**config.mk**
```make
export PLATFORM = sky130hd
export DESIGN_NAME = biquad_iir_section
export DESIGN_NICKNAME = d
export VERILOG_FILES = /design/src/hdl/biquad_pkg.sv /design/src/hdl/biquad_iir_section.sv
export SDC_FILE = /design/constraint.sdc
export NUM_CORES = 2
export LEC_CHECK = 0
export ABC_AREA = 1
export BUFFER_PORTS_ARGS = -buffer_cell sky130_fd_sc_hd__buf_4
export CAP_MARGIN = 20
export CORE_UTILIZATION = 45
export DETAILED_ROUTE_END_ITERATION = 16
export SLEW_MARGIN = 25
export SYNTH_ARGS = -nofsm -noshare
export SYNTH_HDL_FRONTEND = slang
export SYNTH_SLANG_ARGS = --single-unit
```
**constraint.sdc**
```tcl
create_clock -name clk -period 6.79 [get_ports clk]
set_input_delay 0.679 -clock clk [delete_from_list [all_inputs] [get_ports clk]]
set_output_delay 0.679 -clock clk [all_outputs]
set_load 0.005 [all_outputs]
```
**src/hdl/biquad_pkg.sv**
```systemverilog
package biquad_pkg;

    localparam int DATA_W  = 16;
    localparam int COEF_W  = 16;
    localparam int ACC_W   = 50;
    localparam int SPLIT_W = 16;
    localparam int FF_W    = 2 * COEF_W + 1;
    localparam int OPA_W   = DATA_W + 1;
    localparam int PROD_W  = OPA_W + COEF_W;
    localparam int IDX_W   = 3;
    localparam int STEP_W  = 3;

    localparam int COEF_FRAC_BITS_DEFAULT = 14;

    localparam logic [IDX_W-1:0] REG_B0   = 3'd0;
    localparam logic [IDX_W-1:0] REG_B1   = 3'd1;
    localparam logic [IDX_W-1:0] REG_B2   = 3'd2;
    localparam logic [IDX_W-1:0] REG_A1   = 3'd3;
    localparam logic [IDX_W-1:0] REG_A2   = 3'd4;
    localparam logic [IDX_W-1:0] REG_GAIN = 3'd5;

    localparam logic signed [COEF_W-1:0] B0_RESET   = 16'sd16384;
    localparam logic signed [COEF_W-1:0] GAIN_RESET = 16'sd16384;

    localparam logic [STEP_W-1:0] OP_B0      = 3'd0;
    localparam logic [STEP_W-1:0] OP_B1      = 3'd1;
    localparam logic [STEP_W-1:0] OP_B2      = 3'd2;
    localparam logic [STEP_W-1:0] OP_A1      = 3'd3;
    localparam logic [STEP_W-1:0] OP_A2      = 3'd4;
    localparam logic [STEP_W-1:0] OP_GAIN_LO = 3'd5;
    localparam logic [STEP_W-1:0] OP_GAIN_HI = 3'd6;
    localparam logic [STEP_W-1:0] OP_LAST    = 3'd7;

    typedef enum logic [2:0] {
        ST_IDLE   = 3'b001,
        ST_MAC    = 3'b010,
        ST_FINISH = 3'b100
    } state_t;

endpackage

```
**src/hdl/biquad_iir_section.sv**
```systemverilog
// Second-order direct-form-I IIR section, one signed 16-bit sample per transfer.
// Input channel: sample with in_valid; a transfer happens when in_stall is low.
// Output channel: filtered and saturated with out_valid; out_stall holds them.
// Coefficients and gain are written through cfg_write, cfg_index and cfg_data;
// the user must do so only while idle, unenforced; unused indexes are ignored.
// One 17 x 16 bit multiplier is shared over seven products per sample: three
// feedforward taps, two feedback taps and the gain applied in two halves.
// Each sample steps through the seven products in ST_MAC, then waits in
// ST_FINISH until the output register is free; the next sample is taken the
// cycle after the result is loaded.
// The result sits in an output register, so a new sample may be taken while it
// waits; if the receiver still stalls when the next result is ready, the
// section holds that result and keeps in_stall high until the register frees.
// Reset clears both histories, sets b0 and the gain to 1.0 and the other
// coefficients to zero, and leaves the output channel empty.
module biquad_iir_section #(
    parameter int COEF_FRAC_BITS = biquad_pkg::COEF_FRAC_BITS_DEFAULT
) (
    input  logic                                    clk,
    input  logic                                    rst_n,
    input  logic                                    cfg_write,
    input  logic [biquad_pkg::IDX_W-1:0]            cfg_index,
    input  logic [biquad_pkg::COEF_W-1:0]           cfg_data,
    input  logic                                    in_valid,
    output logic                                    in_stall,
    input  logic signed [biquad_pkg::DATA_W-1:0]    sample,
    output logic                                    out_valid,
    input  logic                                    out_stall,
    output logic signed [biquad_pkg::DATA_W-1:0]    filtered,
    output logic                                    saturated
);

    localparam int ACC_W = biquad_pkg::ACC_W;
    localparam int SHIFT = 2 * COEF_FRAC_BITS;
    localparam logic signed [ACC_W-1:0] ROUND_HALF = ACC_W'(1) <<< (SHIFT - 1);
    localparam logic signed [ACC_W-1:0] Y_MAX      = ACC_W'(32767);
    localparam logic signed [ACC_W-1:0] Y_MIN      = ACC_W'(-32768);

    biquad_pkg::state_t state_reg, state_next;
    logic [biquad_pkg::STEP_W-1:0] step_reg, step_next;
    logic [biquad_pkg::STEP_W-1:0] prev_op;

    logic signed [biquad_pkg::COEF_W-1:0] b0_reg, b1_reg, b2_reg, a1_reg, a2_reg, gain_reg;
    logic signed [biquad_pkg::DATA_W-1:0] x_reg, x1_reg, x2_reg, y1_reg, y2_reg;

    logic signed [biquad_pkg::OPA_W-1:0]  mul_a;
    logic signed [biquad_pkg::COEF_W-1:0] mul_b;
    logic signed [biquad_pkg::PROD_W-1:0] prod_reg, prod_next;
    logic signed [biquad_pkg::FF_W-1:0]   ff_reg, ff_next;
    logic signed [ACC_W-1:0]              acc_reg, acc_next;
    logic signed [ACC_W-1:0]              prod_ext;
    logic signed [ACC_W-1:0]              y_wide;
    logic signed [biquad_pkg::DATA_W-1:0] y_sat;
    logic                                 y_clip;

    logic                                 out_valid_reg, out_valid_next;
    logic signed [biquad_pkg::DATA_W-1:0] filtered_reg;
    logic                                 saturated_reg;
    logic                                 in_take;
    logic                                 out_load;

    assign in_stall  = (state_reg != biquad_pkg::ST_IDLE);
    assign in_take   = in_valid && !in_stall;
    assign out_load  = (state_reg == biquad_pkg::ST_FINISH) && (!out_valid_reg || !out_stall);
    assign out_valid = out_valid_reg;
    assign filtered  = filtered_reg;
    assign saturated = saturated_reg;
    assign prev_op   = step_reg - biquad_pkg::STEP_W'(1);
    assign prod_ext  = ACC_W'(prod_reg);

    always_comb
    begin
        mul_a = '0;
        mul_b = '0;
        unique case (step_reg)
            biquad_pkg::OP_B0:
            begin
                mul_a = biquad_pkg::OPA_W'(x_reg);
                mul_b = b0_reg;
            end
            biquad_pkg::OP_B1:
            begin
                mul_a = biquad_pkg::OPA_W'(x1_reg);
                mul_b = b1_reg;
            end
            biquad_pkg::OP_B2:
            begin
                mul_a = biquad_pkg::OPA_W'(x2_reg);
                mul_b = b2_reg;
            end
            biquad_pkg::OP_A1:
            begin
                mul_a = biquad_pkg::OPA_W'(y1_reg);
                mul_b = a1_reg;
            end
            biquad_pkg::OP_A2:
            begin
                mul_a = biquad_pkg::OPA_W'(y2_reg);
                mul_b = a2_reg;
            end
            biquad_pkg::OP_GAIN_LO:
            begin
                mul_a = $signed({1'b0, ff_reg[biquad_pkg::SPLIT_W-1:0]});
                mul_b = gain_reg;
            end
            biquad_pkg::OP_GAIN_HI:
            begin
                mul_a = ff_reg[biquad_pkg::FF_W-1:biquad_pkg::SPLIT_W];
                mul_b = gain_reg;
            end
            default:
            begin
                mul_a = '0;
                mul_b = '0;
            end
        endcase
    end

    assign prod_next = mul_a * mul_b;

    always_comb
    begin
        ff_next  = ff_reg;
        acc_next = acc_reg;
        if (in_take)
        begin
            ff_next  = '0;
            acc_next = ROUND_HALF;
        end
        else if (state_reg == biquad_pkg::ST_MAC && step_reg != biquad_pkg::OP_B0)
        begin
            case (prev_op) inside
                biquad_pkg::OP_B0, biquad_pkg::OP_B1, biquad_pkg::OP_B2:
                    ff_next = ff_reg + prod_reg;
                biquad_pkg::OP_A1, biquad_pkg::OP_A2:
                    acc_next = acc_reg - (prod_ext <<< COEF_FRAC_BITS);
                biquad_pkg::OP_GAIN_LO:
                    acc_next = acc_reg + prod_ext;
                biquad_pkg::OP_GAIN_HI:
                    acc_next = acc_reg + (prod_ext <<< biquad_pkg::SPLIT_W);
                default:
                    acc_next = acc_reg;
            endcase
        end
    end

    always_comb
    begin
        y_wide = acc_reg >>> SHIFT;
        y_clip = 1'b1;
        if (y_wide > Y_MAX)
        begin
            y_sat = 16'sh7fff;
        end
        else if (y_wide < Y_MIN)
        begin
            y_sat = 16'sh8000;
        end
        else
        begin
            y_sat  = y_wide[biquad_pkg::DATA_W-1:0];
            y_clip = 1'b0;
        end
    end

    always_comb
    begin
        state_next = state_reg;
        step_next  = step_reg;
        unique case (state_reg)
            biquad_pkg::ST_IDLE:
            begin
                if (in_take)
                begin
                    state_next = biquad_pkg::ST_MAC;
                    step_next  = biquad_pkg::OP_B0;
                end
            end
            biquad_pkg::ST_MAC:
            begin
                if (step_reg == biquad_pkg::OP_LAST)
                begin
                    state_next = biquad_pkg::ST_FINISH;
                end
                else
                begin
                    step_next = step_reg + biquad_pkg::STEP_W'(1);
                end
            end
            biquad_pkg::ST_FINISH:
            begin
                if (out_load)
                begin
                    state_next = biquad_pkg::ST_IDLE;
                end
            end
            default:
            begin
                state_next = biquad_pkg::ST_IDLE;
            end
        endcase
    end

    always_comb
    begin
        out_valid_next = out_valid_reg;
        if (out_load)
        begin
            out_valid_next = 1'b1;
        end
        else if (!out_stall)
        begin
            out_valid_next = 1'b0;
        end
    end

    always_ff @(posedge clk or negedge rst_n)
    begin
        if (!rst_n)
        begin
            state_reg     <= biquad_pkg::ST_IDLE;
            step_reg      <= '0;
            out_valid_reg <= 1'b0;
            b0_reg        <= biquad_pkg::B0_RESET;
            b1_reg        <= '0;
            b2_reg        <= '0;
            a1_reg        <= '0;
            a2_reg        <= '0;
            gain_reg      <= biquad_pkg::GAIN_RESET;
            x1_reg        <= '0;
            x2_reg        <= '0;
            y1_reg        <= '0;
            y2_reg        <= '0;
        end
        else
        begin
            state_reg     <= state_next;
            step_reg      <= step_next;
            out_valid_reg <= out_valid_next;
            if (cfg_write)
            begin
                unique case (cfg_index)
                    biquad_pkg::REG_B0:   b0_reg   <= cfg_data;
                    biquad_pkg::REG_B1:   b1_reg   <= cfg_data;
                    biquad_pkg::REG_B2:   b2_reg   <= cfg_data;
                    biquad_pkg::REG_A1:   a1_reg   <= cfg_data;
                    biquad_pkg::REG_A2:   a2_reg   <= cfg_data;
                    biquad_pkg::REG_GAIN: gain_reg <= cfg_data;
                    default:
                    begin
                    end
                endcase
            end
            if (out_load)
            begin
                x1_reg <= x_reg;
                x2_reg <= x1_reg;
                y1_reg <= y_sat;
                y2_reg <= y1_reg;
            end
        end
    end

    always_ff @(posedge clk)
    begin
        if (in_take)
        begin
            x_reg <= sample;
        end
        prod_reg <= prod_next;
        ff_reg   <= ff_next;
        acc_reg  <= acc_next;
        if (out_load)
        begin
            filtered_reg  <= y_sat;
            saturated_reg <= y_clip;
        end
    end

    property p_take_starts_mac;
        @(posedge clk) disable iff (!rst_n)
        in_take |=> (state_reg == biquad_pkg::ST_MAC) && (step_reg == biquad_pkg::OP_B0);
    endproperty
    assert property (p_take_starts_mac)
        else $error("Accepted sample did not start the multiply sequence.");

    property p_load_presents_result;
        @(posedge clk) disable iff (!rst_n)
        out_load |=> out_valid && (state_reg == biquad_pkg::ST_IDLE);
    endproperty
    assert property (p_load_presents_result)
        else $error("Finished result was not presented on the output.");

    property p_history_matches_output;
        @(posedge clk) disable iff (!rst_n)
        out_load |=> (y1_reg == filtered);
    endproperty
    assert property (p_history_matches_output)
        else $error("Output history differs from the delivered result.");

endmodule
```
==> results.json <==
{
  "status": "complete, but fails checks",
  "violations": "DRC, setup timing",
  "core-area_sq_um": 73200,
  "critical-path-slowest-cell": "fa_1",
  "die_y_um": 274,
  "crit_start": "step_reg[0]",
  "fp-row-count": 99,
  "path_buf_inv": 11,
  "worst-slew-pin-transition_ns": 0.876,
  "synth_top_cell_by_area": "fa_1",
  "io_pins": 59,
  "vias": 31800,
  "antenna_cells": 0,
  "netlist_instances": 4655,
  "skew_ns": 0.0339,
  "grt_max_degree": 87,
  "synth_area_leaders": "fa_1 17%, dfrtp_1 12%, nand2_1 12%",
  "clock_sinks": 316,
  "fmax_mhz": 145,
  "synth.ff_latch_count": 316,
  "ctsRootBufferMaster": "clkbuf_16",
  "largest_reg_flops": 50,
  "crit_family": "adder cells",
  "crit_fanout": 12,
  "wire_per_inst_um": 19.5,
  "routed_wl_mm": 117,
  "numPortBuffers": 58,
  "ys_seq_area_share_pct": 22.4,
  "cts_buffer_depth": 3,
  "clk_latency_ns": 0.58,
  "hpwl_mm": 93.9,
  "syn_nets": 5216,
  "min_period_over_period_pct": 102,
  "slew_headroom_pct": 41.1,
  "path_clk_slew_ns": 0.06,
  "rrSetupSlack_ns": -0.12,
  "first_iter_violations": 2425,
  "endpoint": "prod_reg[26]",
  "drc_errors": 2,
  "cts-buffers-inserted": 39,
  "r2r-start": "step_reg[0]",
  "die_w_um": 274,
  "critPathCaptureType": "flop",
  "maxSlewViolCount": 0,
  "worstHoldPathType": "in -> async",
  "required_ns": 7.23,
  "die-area_sq_um": 75300,
  "setup.worst_path.start_class": "flop",
  "via_per_inst": 5.32,
  "synth.top_cell.area_share_pct": 16.8,
  "drive_above_1_share_pct": 14.6,
  "fin_nets": 5558,
  "grt.total_usage_pct": 31.1,
  "final_cell_area_sq_um": 40000,
  "hold_viol": 0,
  "start_util_pct": 45.6,
  "fill_cells": 7129,
  "setup_viol": 9,
  "crit_path_frequent_cell": "inv_2",
  "drtAntennaViolNets": 0,
  "place_area_sq_um": 36900,
  "min_period_ns": 6.91,
  "grt_pass1_vias": 31000,
  "setup_ws_ns": -0.122,
  "grt-ovfl-total": 0,
  "yosysWarnings": 0,
  "worst_r2r_path_depth": 31,
  "drtPass1Iterations": 12,
  "syn_area_sq_um": 33400,
  "area_growth_pct": 19.9,
  "max_stage_delay_ns": 0.55,
  "gp_congestion": 0.999,
  "h-tree-depth": 2,
  "grt_antenna_before_repair": 0,
  "arrival_ns": 7.35,
  "cts_tree": "built",
  "syn_area_per_cell_sq_um": 7.17,
  "rsz0062_at_grt": "yes",
  "cp_num_cells": 31,
  "critical_path_class": "reg -> reg",
  "r2r-end": "prod_reg[26]",
  "cts_hold_buffers": 0,
  "ys_types": 62,
  "max-cap-violations": 0,
  "grt_pass1_wl_mm": 178
}
## stage by stage
step / worst slack [ns] / TNS, ns / hold slack (ns) / std cells / utilization (%)
6_report: -0.122 / -0.627 / 0.121 / 5983 / 54.7
5_1_grt: -0.384 / -3.76 / 0.170 / 5983 / 54.7
4_1_cts: -0.0138 / -0.0168 / 0.144 / 5959 / 53.8
3_5_place_dp: -0.516 / -5.13 / 0.447 / 5854 / 50.4
2_1_floorplan: -0.0209 / -0.0209 / 0.383 / 4655 / -
3_3_place_gp: -0.342 / -3.44 / 0.441 / 5854 / 50.4
## synthesized netlist by cell type (all sizes together)
master   count
a221oi      18
and3         3
a31oi       24
xnor2       34
dfrtp      164
a22o        21
o311ai       1
a21o        29
fa         280
dfstp        3
o22ai       14
o21ai      400
a211oi       2
nand2     1067
a21oi      298
a21boi      13
dfxtp      116
a32o         4
or2         12
nand4       42
nand3      161
buf         49
o31ai        4
o2111ai      5
o21bai      29
inv        902
nor2       470
o211ai       3
a2111oi      1
nand3b      12
clkinv       6
and2         7
o221ai       2
nor3        37
ha         241
clkbuf      59
nor4        29
nor3b        1
edfxtp      33
o21a        12
xor2        47
## cells in the final DEF (no fill, tap or decap), drive strengths merged, types with 4 or more instances in the layout
cell type / instances
clkinv: 8
a221oi: 18
nor2: 470
o21a: 12
a21oi: 298
xor2: 47
or2: 12
fa: 280
nand2: 1067
a32o: 4
a31oi: 24
nand3b: 12
edfxtp: 33
o21bai: 29
dfxtp: 116
nor3: 37
and2: 7
clkbuf: 55
inv: 905
o2111ai: 5
clkinvlp: 4
bufinv: 5
nand4: 42
o21ai: 400
a21boi: 13
ha: 241
xnor2: 34
a22o: 21
dfrtp: 164
nand3: 161
o22ai: 14
a21o: 29
nor4: 29
o31ai: 4
buf: 406
## cell families (layout without fill, tap and decap cells)
group | count (synthesis) | in the layout | synth area share (%)
DFF | 316 | 316 | 22.5
xor gates and xnor gates | 81 | 81 | 2.12
AOI/OAI and AO/OA | 880 | 880 | 14.7
and+or+nand+nor | 1841 | 1841 | 23.1
adders and majority gates | 521 | 521 | 25.8
buffers and inverters | 1016 | 1385 | 11.8
## cell type report
cell class | instances | area [sq um] | area share (%)
clock inverters | 13 | 220 | 0.550
inverters | 908 | 3480 | 8.69
clock buffers | 55 | 1070 | 2.66
multi-input cells | 3323 | 23000 | 57.6
repair buffers | 408 | 3520 | 8.79
well taps | 959 | 1200 | 3.00
flip-flops and latches | 316 | 7500 | 18.7
repair inverters | 1 | 5.00 | 0.0125
## how the worst min path moves through the flow
| stage | start | end | slack [ns] | cells after the start |
|---|---|---|---|---|
| after detailed placement | acc_reg[3] | acc_reg[3] | 0.45 | 2 |
| after floorplan | rst_n | a1_reg[0] | 0.38 | 0 |
| after global placement | acc_reg[5] | acc_reg[5] | 0.44 | 2 |
| after CTS | rst_n | y1_reg[14] | 0.14 | 1 |
| final | rst_n | y1_reg[14] | 0.12 | 1 |
| after global routing | rst_n | y2_reg[7] | 0.17 | 1 |
## layer usage
layer  up-vias  track usage [%]  routed length, um  part of all wire [%]
met5         -                0                  0                     0
li1      15400                -                  -                     -
met4         0             14.8               6250                   5.4
met3       247             3.48               6230                   5.3
met1     15200             40.3              49000                    42
met2       918             51.6              55100                    47
## worst register-to-register path: cells and delay by family, from the launching register on
kind                     cells  cell delay (ns)
XOR/XNOR                     1             0.12
AO/OA/AOI/OAI                5             0.88
adder cells (fa/ha/maj)      8             3.63
AND/OR/NAND/NOR              6             0.71
flip-flops                   1             0.46
buffers and inverters       11             0.97
## timing repair
action                     in CTS  in global routing
resized for setup             190                111
gates cloned                    3                  0
pin swaps                      71                 95
setup endpoints to repair      19                 19
hold endpoints to repair        0                  0
setup buffers                  36                 26
Power is not shown: default switching activity piles up to over one toggle a cycle in this logic, so the estimate is an artifact.
